## src/rtl/clnw_pkg.sv

```systemverilog
// ----------------------------------------------------------------------------
// Character LCD nibble writer package
// Shared types, codes and constants for the 4-bit LCD command sequencer.
// ----------------------------------------------------------------------------
package clnw_pkg;

	// Command codes of an input word.
	typedef enum logic [1:0] {
		CMD_INIT   = 2'd0,
		CMD_INSTR  = 2'd1,
		CMD_DATA   = 2'd2,
		CMD_CURSOR = 2'd3
	} cmd_t;

	// Configuration register indexes.
	typedef enum logic [1:0] {
		CFG_POWERUP_WAIT = 2'd0,
		CFG_ENABLE_PULSE = 2'd1,
		CFG_SETTLE_WAIT  = 2'd2
	} cfg_idx_t;

	// Register reset values.
	localparam logic [7:0] POWERUP_WAIT_RST = 8'd15;
	localparam logic [7:0] ENABLE_PULSE_RST = 8'd1;
	localparam logic [7:0] SETTLE_WAIT_RST  = 8'd5;

	// Instruction register select codes.
	localparam logic RS_INSTR = 1'b0;
	localparam logic RS_DATA  = 1'b1;

	// Display addressing.
	localparam logic [7:0] SET_DDRAM_ADDR = 8'h80;
	localparam logic [6:0] ROW1_BASE      = 7'h40;

	// Init instruction sequence.
	localparam int unsigned INIT_LEN = 5;
	localparam int unsigned IDX_W    = $clog2(INIT_LEN);
	localparam logic [7:0] INIT_SEQ [INIT_LEN] = '{8'h02, 8'h28, 8'h0C, 8'h01, 8'h80};
	localparam logic [IDX_W-1:0] INIT_LAST = IDX_W'(INIT_LEN - 1);

	// Depth of the queue between front and back.
	localparam int unsigned QUEUE_DEPTH = 2;

	// One decoded job: a single byte, or the whole init sequence.
	typedef struct packed {
		logic       init;
		logic       rs;
		logic [7:0] value;
	} job_t;

	// Pin states of one byte, plus the power-up wait of init.
	typedef enum logic [6:0] {
		STEP_WAIT     = 7'b0000001,
		STEP_HI_SET   = 7'b0000010,
		STEP_HI_PULSE = 7'b0000100,
		STEP_HI_FALL  = 7'b0001000,
		STEP_LO_SET   = 7'b0010000,
		STEP_LO_PULSE = 7'b0100000,
		STEP_LO_FALL  = 7'b1000000
	} step_t;

	// Nibble bits 0..2 go to pins 0..2, bit 3 goes to pin 4.
	function automatic logic [4:0] nibble_pins(input logic [3:0] nib);
		return {nib[3], 1'b0, nib[2:0]};
	endfunction

endpackage

```

## src/rtl/clnw_if.sv

```systemverilog
// ----------------------------------------------------------------------------
// Character LCD nibble writer channels
// Valid/ready channels for command words and pin state words.
// ----------------------------------------------------------------------------
interface clnw_cmd_if;
	logic       valid;
	logic       ready;
	logic [1:0] cmd;
	logic [7:0] byte_value;
	logic [5:0] column;
	logic [7:0] row;

	modport source (output valid, cmd, byte_value, column, row, input ready);
	modport sink   (input valid, cmd, byte_value, column, row, output ready);
endinterface

interface clnw_pin_if;
	logic       valid;
	logic       ready;
	logic       reg_select;
	logic       enable;
	logic [4:0] bus_pins;
	logic [7:0] hold_ms;
	logic       last;

	modport source (output valid, reg_select, enable, bus_pins, hold_ms, last, input ready);
	modport sink   (input valid, reg_select, enable, bus_pins, hold_ms, last, output ready);
endinterface

```

## src/rtl/clnw_front.sv

```systemverilog
// ----------------------------------------------------------------------------
// Character LCD nibble writer front end
// Accepts command words and turns each into one job for the queue.
// ----------------------------------------------------------------------------
module clnw_front (
	clnw_cmd_if.sink      cmds,
	input  logic          q_ready,
	output logic          q_push,
	output clnw_pkg::job_t q_job
);
	import clnw_pkg::*;

	logic [6:0] addr;

	// A word is taken whenever the queue has room.
	assign cmds.ready = q_ready;
	assign q_push     = cmds.valid & q_ready;

	// Cursor address: row 0 from zero, row 1 from the second line base, else zero.
	always_comb begin
		if (cmds.row == 8'd0) begin
			addr = {1'b0, cmds.column};
		end else if (cmds.row == 8'd1) begin
			addr = ROW1_BASE | {1'b0, cmds.column};
		end else begin
			addr = 7'd0;
		end
	end

	// Classify the command.
	always_comb begin
		q_job = '0;
		unique case (cmd_t'(cmds.cmd))
			CMD_INIT: begin
				q_job.init  = 1'b1;
				q_job.rs    = RS_INSTR;
				q_job.value = 8'd0;
			end
			CMD_INSTR: begin
				q_job.rs    = RS_INSTR;
				q_job.value = cmds.byte_value;
			end
			CMD_DATA: begin
				q_job.rs    = RS_DATA;
				q_job.value = cmds.byte_value;
			end
			CMD_CURSOR: begin
				q_job.rs    = RS_INSTR;
				q_job.value = SET_DDRAM_ADDR | {1'b0, addr};
			end
			default: begin
				q_job = '0;
			end
		endcase
	end

endmodule

```

## src/rtl/clnw_queue.sv

```systemverilog
// ----------------------------------------------------------------------------
// Character LCD nibble writer job queue
// Short first-in first-out buffer between the front end and the sequencer.
// ----------------------------------------------------------------------------
module clnw_queue (
	input  logic           clk,
	input  logic           arst_n,
	input  logic           push,
	input  clnw_pkg::job_t push_job,
	output logic           ready,
	input  logic           pop,
	output clnw_pkg::job_t pop_job,
	output logic           valid
);
	import clnw_pkg::*;

	localparam int unsigned PTR_W = (QUEUE_DEPTH > 1) ? $clog2(QUEUE_DEPTH) : 1;
	localparam int unsigned CNT_W = $clog2(QUEUE_DEPTH + 1);
	localparam logic [PTR_W-1:0] PTR_LAST = PTR_W'(QUEUE_DEPTH - 1);
	localparam logic [CNT_W-1:0] CNT_FULL = CNT_W'(QUEUE_DEPTH);

	job_t             slot_q [QUEUE_DEPTH];
	logic [PTR_W-1:0] wr_ptr_q;
	logic [PTR_W-1:0] rd_ptr_q;
	logic [CNT_W-1:0] count_q;

	assign ready   = (count_q != CNT_FULL);
	assign valid   = (count_q != '0);
	assign pop_job = slot_q[rd_ptr_q];

	// Entry storage.
	always_ff @(posedge clk) begin
		if (push) begin
			slot_q[wr_ptr_q] <= push_job;
		end
	end

	// Pointers and fill count.
	always_ff @(posedge clk or negedge arst_n) begin
		if (!arst_n) begin
			wr_ptr_q <= '0;
			rd_ptr_q <= '0;
			count_q  <= '0;
		end else begin
			if (push) begin
				wr_ptr_q <= (wr_ptr_q == PTR_LAST) ? '0 : wr_ptr_q + 1'b1;
			end
			if (pop) begin
				rd_ptr_q <= (rd_ptr_q == PTR_LAST) ? '0 : rd_ptr_q + 1'b1;
			end
			if (push && !pop) begin
				count_q <= count_q + 1'b1;
			end else if (pop && !push) begin
				count_q <= count_q - 1'b1;
			end
		end
	end

endmodule

```

## src/rtl/clnw_back.sv

```systemverilog
// ----------------------------------------------------------------------------
// Character LCD nibble writer sequencer
// Steps through the pin states of each job into a registered output word.
// ----------------------------------------------------------------------------
module clnw_back (
	input  logic           clk,
	input  logic           arst_n,
	input  logic [7:0]     powerup_wait_ms,
	input  logic [7:0]     enable_pulse_ms,
	input  logic [7:0]     settle_wait_ms,
	input  logic           q_valid,
	input  clnw_pkg::job_t q_job,
	output logic           q_pop,
	clnw_pin_if.source     pins
);
	import clnw_pkg::*;

	logic             busy_q;
	logic             init_q;
	logic             rs_q;
	logic [7:0]       value_q;
	logic [IDX_W-1:0] idx_q;
	step_t            step_q;

	logic             out_valid_q;
	logic             out_rs_q;
	logic             out_en_q;
	logic [4:0]       out_pins_q;
	logic [7:0]       out_hold_q;
	logic             out_last_q;

	logic             adv;
	logic             is_last;
	logic [7:0]       cur_byte;
	logic [4:0]       hi_pins;
	logic [4:0]       lo_pins;
	logic             nx_en;
	logic [4:0]       nx_pins;
	logic [7:0]       nx_hold;
	step_t            nx_step;

	// A new state is made whenever the output word is free or being taken.
	assign adv     = busy_q & (~out_valid_q | pins.ready);
	assign is_last = (step_q == STEP_LO_FALL) & (~init_q | (idx_q == INIT_LAST));
	assign q_pop   = q_valid & (~busy_q | (adv & is_last));

	assign cur_byte = init_q ? INIT_SEQ[idx_q] : value_q;
	assign hi_pins  = nibble_pins(cur_byte[7:4]);
	assign lo_pins  = nibble_pins(cur_byte[3:0]);

	// Pin state for the current step and the step that follows.
	always_comb begin
		nx_en   = 1'b0;
		nx_pins = '0;
		nx_hold = 8'd0;
		nx_step = STEP_HI_SET;
		unique case (step_q)
			STEP_WAIT: begin
				nx_hold = powerup_wait_ms;
				nx_step = STEP_HI_SET;
			end
			STEP_HI_SET: begin
				nx_pins = hi_pins;
				nx_step = STEP_HI_PULSE;
			end
			STEP_HI_PULSE: begin
				nx_en   = 1'b1;
				nx_pins = hi_pins;
				nx_hold = enable_pulse_ms;
				nx_step = STEP_HI_FALL;
			end
			STEP_HI_FALL: begin
				nx_pins = hi_pins;
				nx_step = STEP_LO_SET;
			end
			STEP_LO_SET: begin
				nx_pins = lo_pins;
				nx_step = STEP_LO_PULSE;
			end
			STEP_LO_PULSE: begin
				nx_en   = 1'b1;
				nx_pins = lo_pins;
				nx_hold = enable_pulse_ms;
				nx_step = STEP_LO_FALL;
			end
			STEP_LO_FALL: begin
				nx_pins = lo_pins;
				nx_hold = settle_wait_ms;
				nx_step = STEP_HI_SET;
			end
			default: begin
				nx_step = STEP_HI_SET;
			end
		endcase
	end

	// Job state: loaded on pop, stepped on every advance.
	always_ff @(posedge clk or negedge arst_n) begin
		if (!arst_n) begin
			busy_q  <= 1'b0;
			init_q  <= 1'b0;
			rs_q    <= RS_INSTR;
			value_q <= '0;
			idx_q   <= '0;
			step_q  <= STEP_HI_SET;
		end else if (q_pop) begin
			busy_q  <= 1'b1;
			init_q  <= q_job.init;
			rs_q    <= q_job.rs;
			value_q <= q_job.value;
			idx_q   <= '0;
			step_q  <= q_job.init ? STEP_WAIT : STEP_HI_SET;
		end else if (adv) begin
			if (is_last) begin
				busy_q <= 1'b0;
			end
			if (step_q == STEP_LO_FALL) begin
				idx_q <= idx_q + 1'b1;
			end
			step_q <= nx_step;
		end
	end

	// Output word register.
	always_ff @(posedge clk or negedge arst_n) begin
		if (!arst_n) begin
			out_valid_q <= 1'b0;
		end else if (adv) begin
			out_valid_q <= 1'b1;
		end else if (pins.ready) begin
			out_valid_q <= 1'b0;
		end
	end

	always_ff @(posedge clk) begin
		if (adv) begin
			out_rs_q   <= rs_q;
			out_en_q   <= nx_en;
			out_pins_q <= nx_pins;
			out_hold_q <= nx_hold;
			out_last_q <= is_last;
		end
	end

	assign pins.valid      = out_valid_q;
	assign pins.reg_select = out_rs_q;
	assign pins.enable     = out_en_q;
	assign pins.bus_pins   = out_pins_q;
	assign pins.hold_ms    = out_hold_q;
	assign pins.last       = out_last_q;

endmodule

```

## src/rtl/char_lcd_nibble_writer.sv

```systemverilog
// ----------------------------------------------------------------------------
// Character LCD nibble writer
// Turns display commands into timed pin states for a 4-bit LCD bus.
// ----------------------------------------------------------------------------
// Usage:
//   cmds carries one command word: init, instruction byte, data byte or
//   cursor move. pin_states carries one pin state word per cycle at most:
//   register select, enable level, bus pins, hold time in ms and a last flag.
//   A byte command gives 6 words; init gives 31 (power-up wait, then five
//   instruction bytes). The hold times come from the configuration port.
//   An accepted command goes through the queue and the job state registers
//   into the output word register. Throughput is one word per cycle while jobs
//   wait and the receiver is ready; the single sequencer sets that rate.
//   A two-entry job queue sits between the command decoder and the
//   sequencer, so commands keep being taken while words wait downstream.
//   When the receiver stalls, the output word holds and the sequencer waits;
//   commands are taken until the queue is full.
//   Reset clears the queue and the sequencer and loads the default waits
//   (15 ms power-up, 1 ms enable pulse, 5 ms settle). Configuration must be
//   written only while the block is idle; the block does not enforce this.
// ----------------------------------------------------------------------------
module char_lcd_nibble_writer (
	input  logic        clk,
	input  logic        arst_n,
	input  logic        cfg_we,
	input  logic [1:0]  cfg_index,
	input  logic [7:0]  cfg_data,
	clnw_cmd_if.sink    cmds,
	clnw_pin_if.source  pin_states
);
	import clnw_pkg::*;

	logic [7:0] powerup_wait_q;
	logic [7:0] enable_pulse_q;
	logic [7:0] settle_wait_q;

	logic q_push;
	logic q_ready;
	logic q_pop;
	logic q_valid;
	job_t push_job;
	job_t pop_job;

	// Configuration registers.
	always_ff @(posedge clk or negedge arst_n) begin
		if (!arst_n) begin
			powerup_wait_q <= POWERUP_WAIT_RST;
			enable_pulse_q <= ENABLE_PULSE_RST;
			settle_wait_q  <= SETTLE_WAIT_RST;
		end else if (cfg_we) begin
			unique case (cfg_idx_t'(cfg_index))
				CFG_POWERUP_WAIT: powerup_wait_q <= cfg_data;
				CFG_ENABLE_PULSE: enable_pulse_q <= cfg_data;
				CFG_SETTLE_WAIT:  settle_wait_q  <= cfg_data;
				default: begin
				end
			endcase
		end
	end

	clnw_front u_front (
		.cmds    (cmds),
		.q_ready (q_ready),
		.q_push  (q_push),
		.q_job   (push_job)
	);

	clnw_queue u_queue (
		.clk      (clk),
		.arst_n   (arst_n),
		.push     (q_push),
		.push_job (push_job),
		.ready    (q_ready),
		.pop      (q_pop),
		.pop_job  (pop_job),
		.valid    (q_valid)
	);

	clnw_back u_back (
		.clk             (clk),
		.arst_n          (arst_n),
		.powerup_wait_ms (powerup_wait_q),
		.enable_pulse_ms (enable_pulse_q),
		.settle_wait_ms  (settle_wait_q),
		.q_valid         (q_valid),
		.q_job           (pop_job),
		.q_pop           (q_pop),
		.pins            (pin_states)
	);

endmodule

```

## src/flat_wrapper.sv

```systemverilog
// flat-port wrapper written by rule: the top's interface ports become plain ports
module char_lcd_nibble_writer_flat import clnw_pkg::*;
  (clk, arst_n, cfg_we, cfg_index, cfg_data, cmds_valid, cmds_cmd, cmds_byte_value, cmds_column, cmds_row, cmds_ready, pin_states_valid, pin_states_reg_select, pin_states_enable, pin_states_bus_pins, pin_states_hold_ms, pin_states_last, pin_states_ready);
  clnw_cmd_if cmds_i ();
  clnw_pin_if pin_states_i ();
  input  logic clk;
  input  logic arst_n;
  input  logic cfg_we;
  input  logic [1:0] cfg_index;
  input  logic [7:0] cfg_data;
  input wire logic [$bits(cmds_i.valid)-1:0] cmds_valid;
  input wire logic [$bits(cmds_i.cmd)-1:0] cmds_cmd;
  input wire logic [$bits(cmds_i.byte_value)-1:0] cmds_byte_value;
  input wire logic [$bits(cmds_i.column)-1:0] cmds_column;
  input wire logic [$bits(cmds_i.row)-1:0] cmds_row;
  output wire logic [$bits(cmds_i.ready)-1:0] cmds_ready;
  output wire logic [$bits(pin_states_i.valid)-1:0] pin_states_valid;
  output wire logic [$bits(pin_states_i.reg_select)-1:0] pin_states_reg_select;
  output wire logic [$bits(pin_states_i.enable)-1:0] pin_states_enable;
  output wire logic [$bits(pin_states_i.bus_pins)-1:0] pin_states_bus_pins;
  output wire logic [$bits(pin_states_i.hold_ms)-1:0] pin_states_hold_ms;
  output wire logic [$bits(pin_states_i.last)-1:0] pin_states_last;
  input wire logic [$bits(pin_states_i.ready)-1:0] pin_states_ready;
  assign cmds_i.valid = cmds_valid;
  assign cmds_i.cmd = cmds_cmd;
  assign cmds_i.byte_value = cmds_byte_value;
  assign cmds_i.column = cmds_column;
  assign cmds_i.row = cmds_row;
  assign cmds_ready = cmds_i.ready;
  assign pin_states_valid = pin_states_i.valid;
  assign pin_states_reg_select = pin_states_i.reg_select;
  assign pin_states_enable = pin_states_i.enable;
  assign pin_states_bus_pins = pin_states_i.bus_pins;
  assign pin_states_hold_ms = pin_states_i.hold_ms;
  assign pin_states_last = pin_states_i.last;
  assign pin_states_i.ready = pin_states_ready;
  char_lcd_nibble_writer u_core (.clk(clk), .arst_n(arst_n), .cfg_we(cfg_we), .cfg_index(cfg_index), .cfg_data(cfg_data), .cmds(cmds_i), .pin_states(pin_states_i));
endmodule
```

## config.mk

```make
export PLATFORM = sky130hd
export DESIGN_NAME = char_lcd_nibble_writer_flat
export DESIGN_NICKNAME = d
export VERILOG_FILES = /design/src/rtl/clnw_pkg.sv /design/src/rtl/clnw_if.sv /design/src/rtl/clnw_front.sv /design/src/rtl/clnw_queue.sv /design/src/rtl/clnw_back.sv /design/src/rtl/char_lcd_nibble_writer.sv /design/src/flat_wrapper.sv
export SDC_FILE = /design/constraint.sdc
export NUM_CORES = 1
export LEC_CHECK = 0
export CORE_UTILIZATION = 40
export CTS_CLUSTER_DIAMETER = 60
export DETAILED_ROUTE_END_ITERATION = 10
export DONT_BUFFER_PORTS = 1
export PLACE_DENSITY = 0.63
export SYNTH_ARGS = -nofsm -noshare
export SYNTH_HDL_FRONTEND = slang
export SYNTH_SLANG_ARGS = --single-unit
```

## constraint.sdc

```tcl
create_clock -name clk -period 6.2 [get_ports clk]
set_input_delay 1.24 -clock clk [delete_from_list [all_inputs] [get_ports clk]]
set_output_delay 1.24 -clock clk [all_outputs]
set_load 0.05 [all_outputs]
```

# Word-level counts from Yosys, hierarchy flattened
# Memory sizes are Yosys's and may differ from the RTL's.
# Cells that the tools add are included.
[word_totals]
ff_bits = 66
ram_bits = 20
romBits = 64
memories = 2
latch_bits = 0
word_cells = 102
[memory_table]
columns = ["name", "depth", "width", "read_ports", "rd_clocked_by_memory_dff", "wr", "line", "source"]
rows = [
  ["(no name shown)", 8, 8, 1, 0, 0, "clnw_back.sv:47", "assign cur_byte = init_q ? INIT_SEQ[idx_q] : value_q;"],
  ["u_core.u_queue.slot_q", 2, 10, 1, 0, 1, "clnw_queue.sv:22", "job_t slot_q [QUEUE_DEPTH];"],
]
[classes]
shifts = 0
reduce_logical = 21
div = 0
n_eq_ne = 15
n_mux = 28
bitwise = 12
n_lt_le_gt_ge = 1
mul = 0
add_sub_neg = 5
[ops]
columns = ["operator", "n"]
rows = [
  ["one-hot mux 9 bit (4 select lines)", 1],
  ["one-hot mux 7 bit (5 select lines)", 1],
  ["two-way mux 7 bit", 4],
  ["two-way mux 8 bit", 3],
  ["one-hot mux 8 bit (3 select lines)", 1],
  ["nonzero test 2 bit", 6],
  ["two-way mux 1 bit", 11],
  ["one-hot mux 5 bit (2 select lines)", 1],
  ["AND reduction 2 bit", 5],
  ["two-way mux 3 bit", 3],
  ["== test 8 x 1 -> 1 bit (second input constant)", 1],
  ["zero test 8 bit", 1],
  ["== test 7 x 1 -> 1 bit (second input constant)", 1],
  ["== test 7 x 2 -> 1 bit (second input constant)", 1],
  ["== test 7 x 3 -> 1 bit (second input constant)", 1],
  ["== test 7 x 4 -> 1 bit (second input constant)", 1],
  ["== test 7 x 5 -> 1 bit (second input constant)", 1],
  ["== test 7 x 6 -> 1 bit (second input constant)", 1],
  ["== test 7 bit (second input constant)", 1],
  ["== test 2 bit (second input constant)", 3],
  ["two-way mux 2 bit", 3],
  ["OR reduction 3 bit", 2],
  ["bitwise AND 1 bit", 5],
  ["== test 2 x 1 -> 1 bit (second input constant)", 2],
  ["14 further kinds", 22],
]

# Logic depth before layout (Yosys ltp)
[logic_depth]
word_depth = 9
depth_mapped = 10
depth_no_buf = 10

# By module
# From an unflattened synthesis, not the netlist that was laid out.
[hier_totals]
cells_unflattened = 274
hier_area_um2 = 3913.8
[by_module_without_submodules]
columns = ["module", "cells_per_inst", "seq_area_each_um2", "n_inst", "area_per_inst_um2"]
rows = [
  ["clnw_back", 160, 1002.2, 1, 1893.1],
  ["clnw_queue", 47, 700.7, 1, 947.2],
  ["char_lcd_nibble_writer", 51, 609.3, 1, 920.9],
  ["clnw_front", 16, 0.0, 1, 152.6],
]

# Worst setup path after synthesis
# Ideal clock, no wire load.
[synth_path]
path_kind = "input -> register"
startpoint = "input pin_states_ready"
endpoint = "register u_core.u_queue.count_q[1]"
path_buffers = 0
cell_stages = 7
setup_time_ps = 79
required_ps = 6121
slack_ps = 3547
arrival_ps = 2573
path_cell_list = "nand2b_1 > nand4_4 > a21oi_4 > inv_2 > ha_1 > nor2_1 > xor2_1"
[synth_via]
elab_chain_len = 8
word_cells_on_any_way = 10
classes_between = "1 x mux; 5 x bitwise; 4 x reduce/logical"
[synth_lines]
columns = ["item", "line", "source"]
rows = [
  ["start, declared", "flat_wrapper.sv:23", "input wire logic [$bits(pin_states_i.ready)-1:0] pin_states_ready;"],
  ["OR 1 bit *", "clnw_back.sv:43", "assign adv = busy_q & (~out_valid_q | pins.ready);"],
  ["bitwise AND 1 bit *", "clnw_back.sv:43", ""],
  ["bitwise AND 1 bit *", "clnw_back.sv:45", "assign q_pop = q_valid & (~busy_q | (adv & is_last));"],
  ["OR 1 bit *", "clnw_back.sv:45", ""],
  ["bitwise AND 1 bit *", "clnw_back.sv:45", ""],
  ["zero test 1 bit", "clnw_queue.sv:51", "if (push && !pop) begin"],
  ["logical AND 1 bit", "clnw_queue.sv:51", ""],
  ["two-way mux 2 bit / nonzero test 2 bit (equally long branches)", "-", ""],
  ["end signal, assigned", "clnw_queue.sv:52", "count_q <= count_q + 1'b1;"],
  ["end signal, assigned", "clnw_queue.sv:54", "count_q <= count_q - 1'b1;"],
  ["end, declared", "clnw_queue.sv:25", "logic [CNT_W-1:0] count_q;"],
]
# Mark *: on every way between the ends. The rest lies on a longest branch, timed or not.
# A chain may end at the register's enable or synchronous reset.

# Final worst setup path
# Same ends and word-level chain as after synthesis.

==> impl_metrics.env <==
export IMPL_finish_utilization_pct=44.4
export IMPL_clockBufferDepth=2
export IMPL_hp_class="reg -> reg"
export IMPL_p_leak_nw=1.67
export IMPL_finClkSkew_ns=0.0106
export IMPL_n_fill_cell=840
export IMPL_timing_final_ws_setup_ns=3.53
export IMPL_cts_resized=0
export IMPL_synth_edf_count=35
export IMPL_finalCritPeriodShare_pct=43.1
export IMPL_required_ns=6.48
export IMPL_final_net_count=319
export IMPL_min_period_ns=2.67
export IMPL_syn_inst=274
export IMPL_final_common_cell="dfrtp_1"
export IMPL_cts_root_buf="clkbuf_8"
export IMPL_hold_viol_final=0
export IMPL_fin_total_pwr_mw=1.48
export IMPL_wl_um=6750
export IMPL_grt_antenna_before_repair=0
export IMPL_peakVddDrop_uv=157
export IMPL_synthTopCellsByArea="dfrtp_1, edfxtp_1, mux2_2"
export IMPL_rsz0062_at_grt="no"
export IMPL_yosysTopAreaCell="dfrtp_1"
export IMPL_p_comb_share_pct=17.6
export IMPL_die_x_um=99.5
export IMPL_p_int_mw=1.01
export IMPL_synth_fp_nets=319
export IMPL_clockPowerShare_pct=26.6
export IMPL_drive_above_1_share_pct=26.5
export IMPL_end_kind="register"
export IMPL_drc=0
export IMPL_worstMarginPinSlew_ns=0.849
export IMPL_drv_slew=0
export IMPL_dieArea_um2=9900
export IMPL_port_buffers=0
export IMPL_relSlewSlack_pct=43.2
export IMPL_tns_ns=0
export IMPL_synth_ff_type="dfrtp_1"
export IMPL_dp_slack_ns=3.15
export IMPL_track_usage_pct=15.0
export IMPL_grt_max_degree=51
export IMPL_wire_per_inst_um=16.5
export IMPL_ant_nets=0
export IMPL_num_rows=35
export IMPL_max_freq_mhz=375
export IMPL_critPathMaxFanout=18
export IMPL_grt_ovfl_total=0
export IMPL_cts_sinks=85
export IMPL_cts_setup_buffers=0
export IMPL_final_cell_mix="dfrtp_1, mux2_2, edfxtp_1"
export IMPL_io_pins=57
export IMPL_async_flop_share_pct=58.8
export IMPL_seq_area_frac_synth_pct=60.8
export IMPL_hold_buffers=0
export IMPL_cts_clk_slew_worst_paths_ns=0.08
export IMPL_syn_to_final_growth_pct=7.90
export IMPL_switchingPower_uw=472
export IMPL_synth_area_per_cell_um2=13.9
export IMPL_synth_top_area_share_pct=27.6
export IMPL_antenna_cells=0
export IMPL_clock_latency_ns=0.36
export IMPL_cts_buffers=9
export IMPL_firstDrtPassIters=4
export IMPL_crit_type="in -> reg"
export IMPL_start_util_pct=41.1
export IMPL_vias_per_cell=5.21
export IMPL_core_um2=9240
export IMPL_status="completed"
export IMPL_die_h_um=99.5
export IMPL_crit_path_start_kind="input pin"
export IMPL_finalWeightedCongestion=0.795
export IMPL_worstPathArrival_ns=2.95
export IMPL_drv_cap=0
export IMPL_syn_area_um2=3800
export IMPL_pwr_share_seq_pct=55.8
export IMPL_grt_pass1_wl_um=11200
export IMPL_drt_iter0_drc=126
export IMPL_synth_seq_cells=85
export IMPL_cts_tree="built"
export IMPL_post_dp_hpwl_um=4540
export IMPL_setup_viol=0
export IMPL_power_density_nw_per_um2=361
export IMPL_yosys_cell_types_count=51
export IMPL_hold_ws_ns=0.475
export IMPL_vias=2127
export IMPL_ys_warn_count=0
export IMPL_p_sw_share_pct=31.9
export IMPL_h_tree_depth=3
export IMPL_grt_pass1_vias=2180
## routing by layer
| layer | track usage (%) | up-vias | routed length [um] |
|---|---|---|---|
| met2 | 22.7 | 57 | 3100 |
| met3 | 3.09 | 13 | 323 |
| met1 | 20.3 | 1038 | 3180 |
| met5 | 0 | - | 0 |
| li1 | - | 1019 | - |
| met4 | 7.81 | 0 | 147 |
## sequential cells by signal (all words and copies together), names as in the netlist, 2 cells and up
signal / count
u_core.settle_wait_q: 8
u_core.u_back.pins.hold_ms: 8
u_core.u_back.idx_q: 3
u_core.enable_pulse_q: 8
u_core.u_queue.slot_q: 20
u_core.u_queue.count_q: 2
u_core.powerup_wait_q: 8
u_core.u_back.value_q: 8
u_core.u_back.step_q: 7
u_core.u_back.pins.bus_pins: 4
## power by group through the flow
stage / Sequential [mW] / Combinational [mW] / Clock, mW
after global routing: 0.839 / 0.290 / 0.427
after detailed placement: 0.838 / 0.262 / 0
after global placement: 0.832 / 0.256 / 0
after CTS: 0.826 / 0.263 / 0.405
after floorplan: 0.806 / 0.230 / 0
final: 0.826 / 0.261 / 0.394
## critical path, stage by stage
cell and delay [ns]:
nand2b_1 0.20, nand4_4 0.15, a21oi_4 0.55, inv_2 0.15
ha_1 0.36, nor2_1 0.13, xor2_1 0.15
## logic make-up after synthesis
family	count (synthesis)	share of synthesized area (%)
adders and majority gates	7	2.24
other	1	0.0987
muxes	44	13.0
buffers and inverters	29	3.32
xor gates and xnor gates	11	2.53
and+or+nand+nor	56	9.45
DFF	85	60.8
AOI/OAI and AO/OA	41	8.53
## cells in the mapped netlist, types with 4 or more instances
cell and instances:
nand3b_1 4, clkbuf_1 7, dfstp_2 8, xnor2_1 4, nand2_1 11, and3_1 4, a21oi_1 7, ha_1 6
nor2_1 9, a222oi_1 8, inv_1 17, a22o_1 7, nor2b_1 6, mux2_2 39, mux2i_1 4, edfxtp_1 35
xor2_1 7, nand4_1 4, dfrtp_1 42
## per-stage QoR
stage	std cells	instance area, um^2
after global routing	408	4100
after global placement	392	3900
final	408	4100
after CTS	408	4100
after floorplan	274	3800
after detailed placement	392	3900
## worst paths after layout
check                      slack (ns)                                       to                                 from  cells past startpoint
hold reg to reg                  0.48  u_core.u_back.pins.reg_select$_DFFE_PP_       u_core.u_back.rs_q$_DFFE_PN0P_                      0
hold / removal                   0.48  u_core.u_back.pins.reg_select$_DFFE_PP_       u_core.u_back.rs_q$_DFFE_PN0P_                      0
setup / recovery                 3.53    u_core.u_queue.count_q[1]$_DFFE_PN0P_                     pin_states_ready                      7
setup reg to reg                 3.59    u_core.u_queue.count_q[1]$_DFFE_PN0P_  u_core.u_back.step_q[2]$_DFFE_PN0P_                      7
min in group asynchronous        0.56      u_core.settle_wait_q[3]$_DFFE_PN0P_                               arst_n                      0
max in group asynchronous        5.44      u_core.u_back.step_q[1]$_DFFE_PN1P_                               arst_n                      0
## layout make-up
type                    count  area, um^2  area share [%]
well taps                 129         161            3.94
clock buffers              10         128            3.11
inverters                  18        67.6            1.65
flip-flops and latches     85        2310            56.4
clock inverters             6        70.1            1.71
multi-input cells         160        1360            33.2
Power figures use the tool's default switching activity.
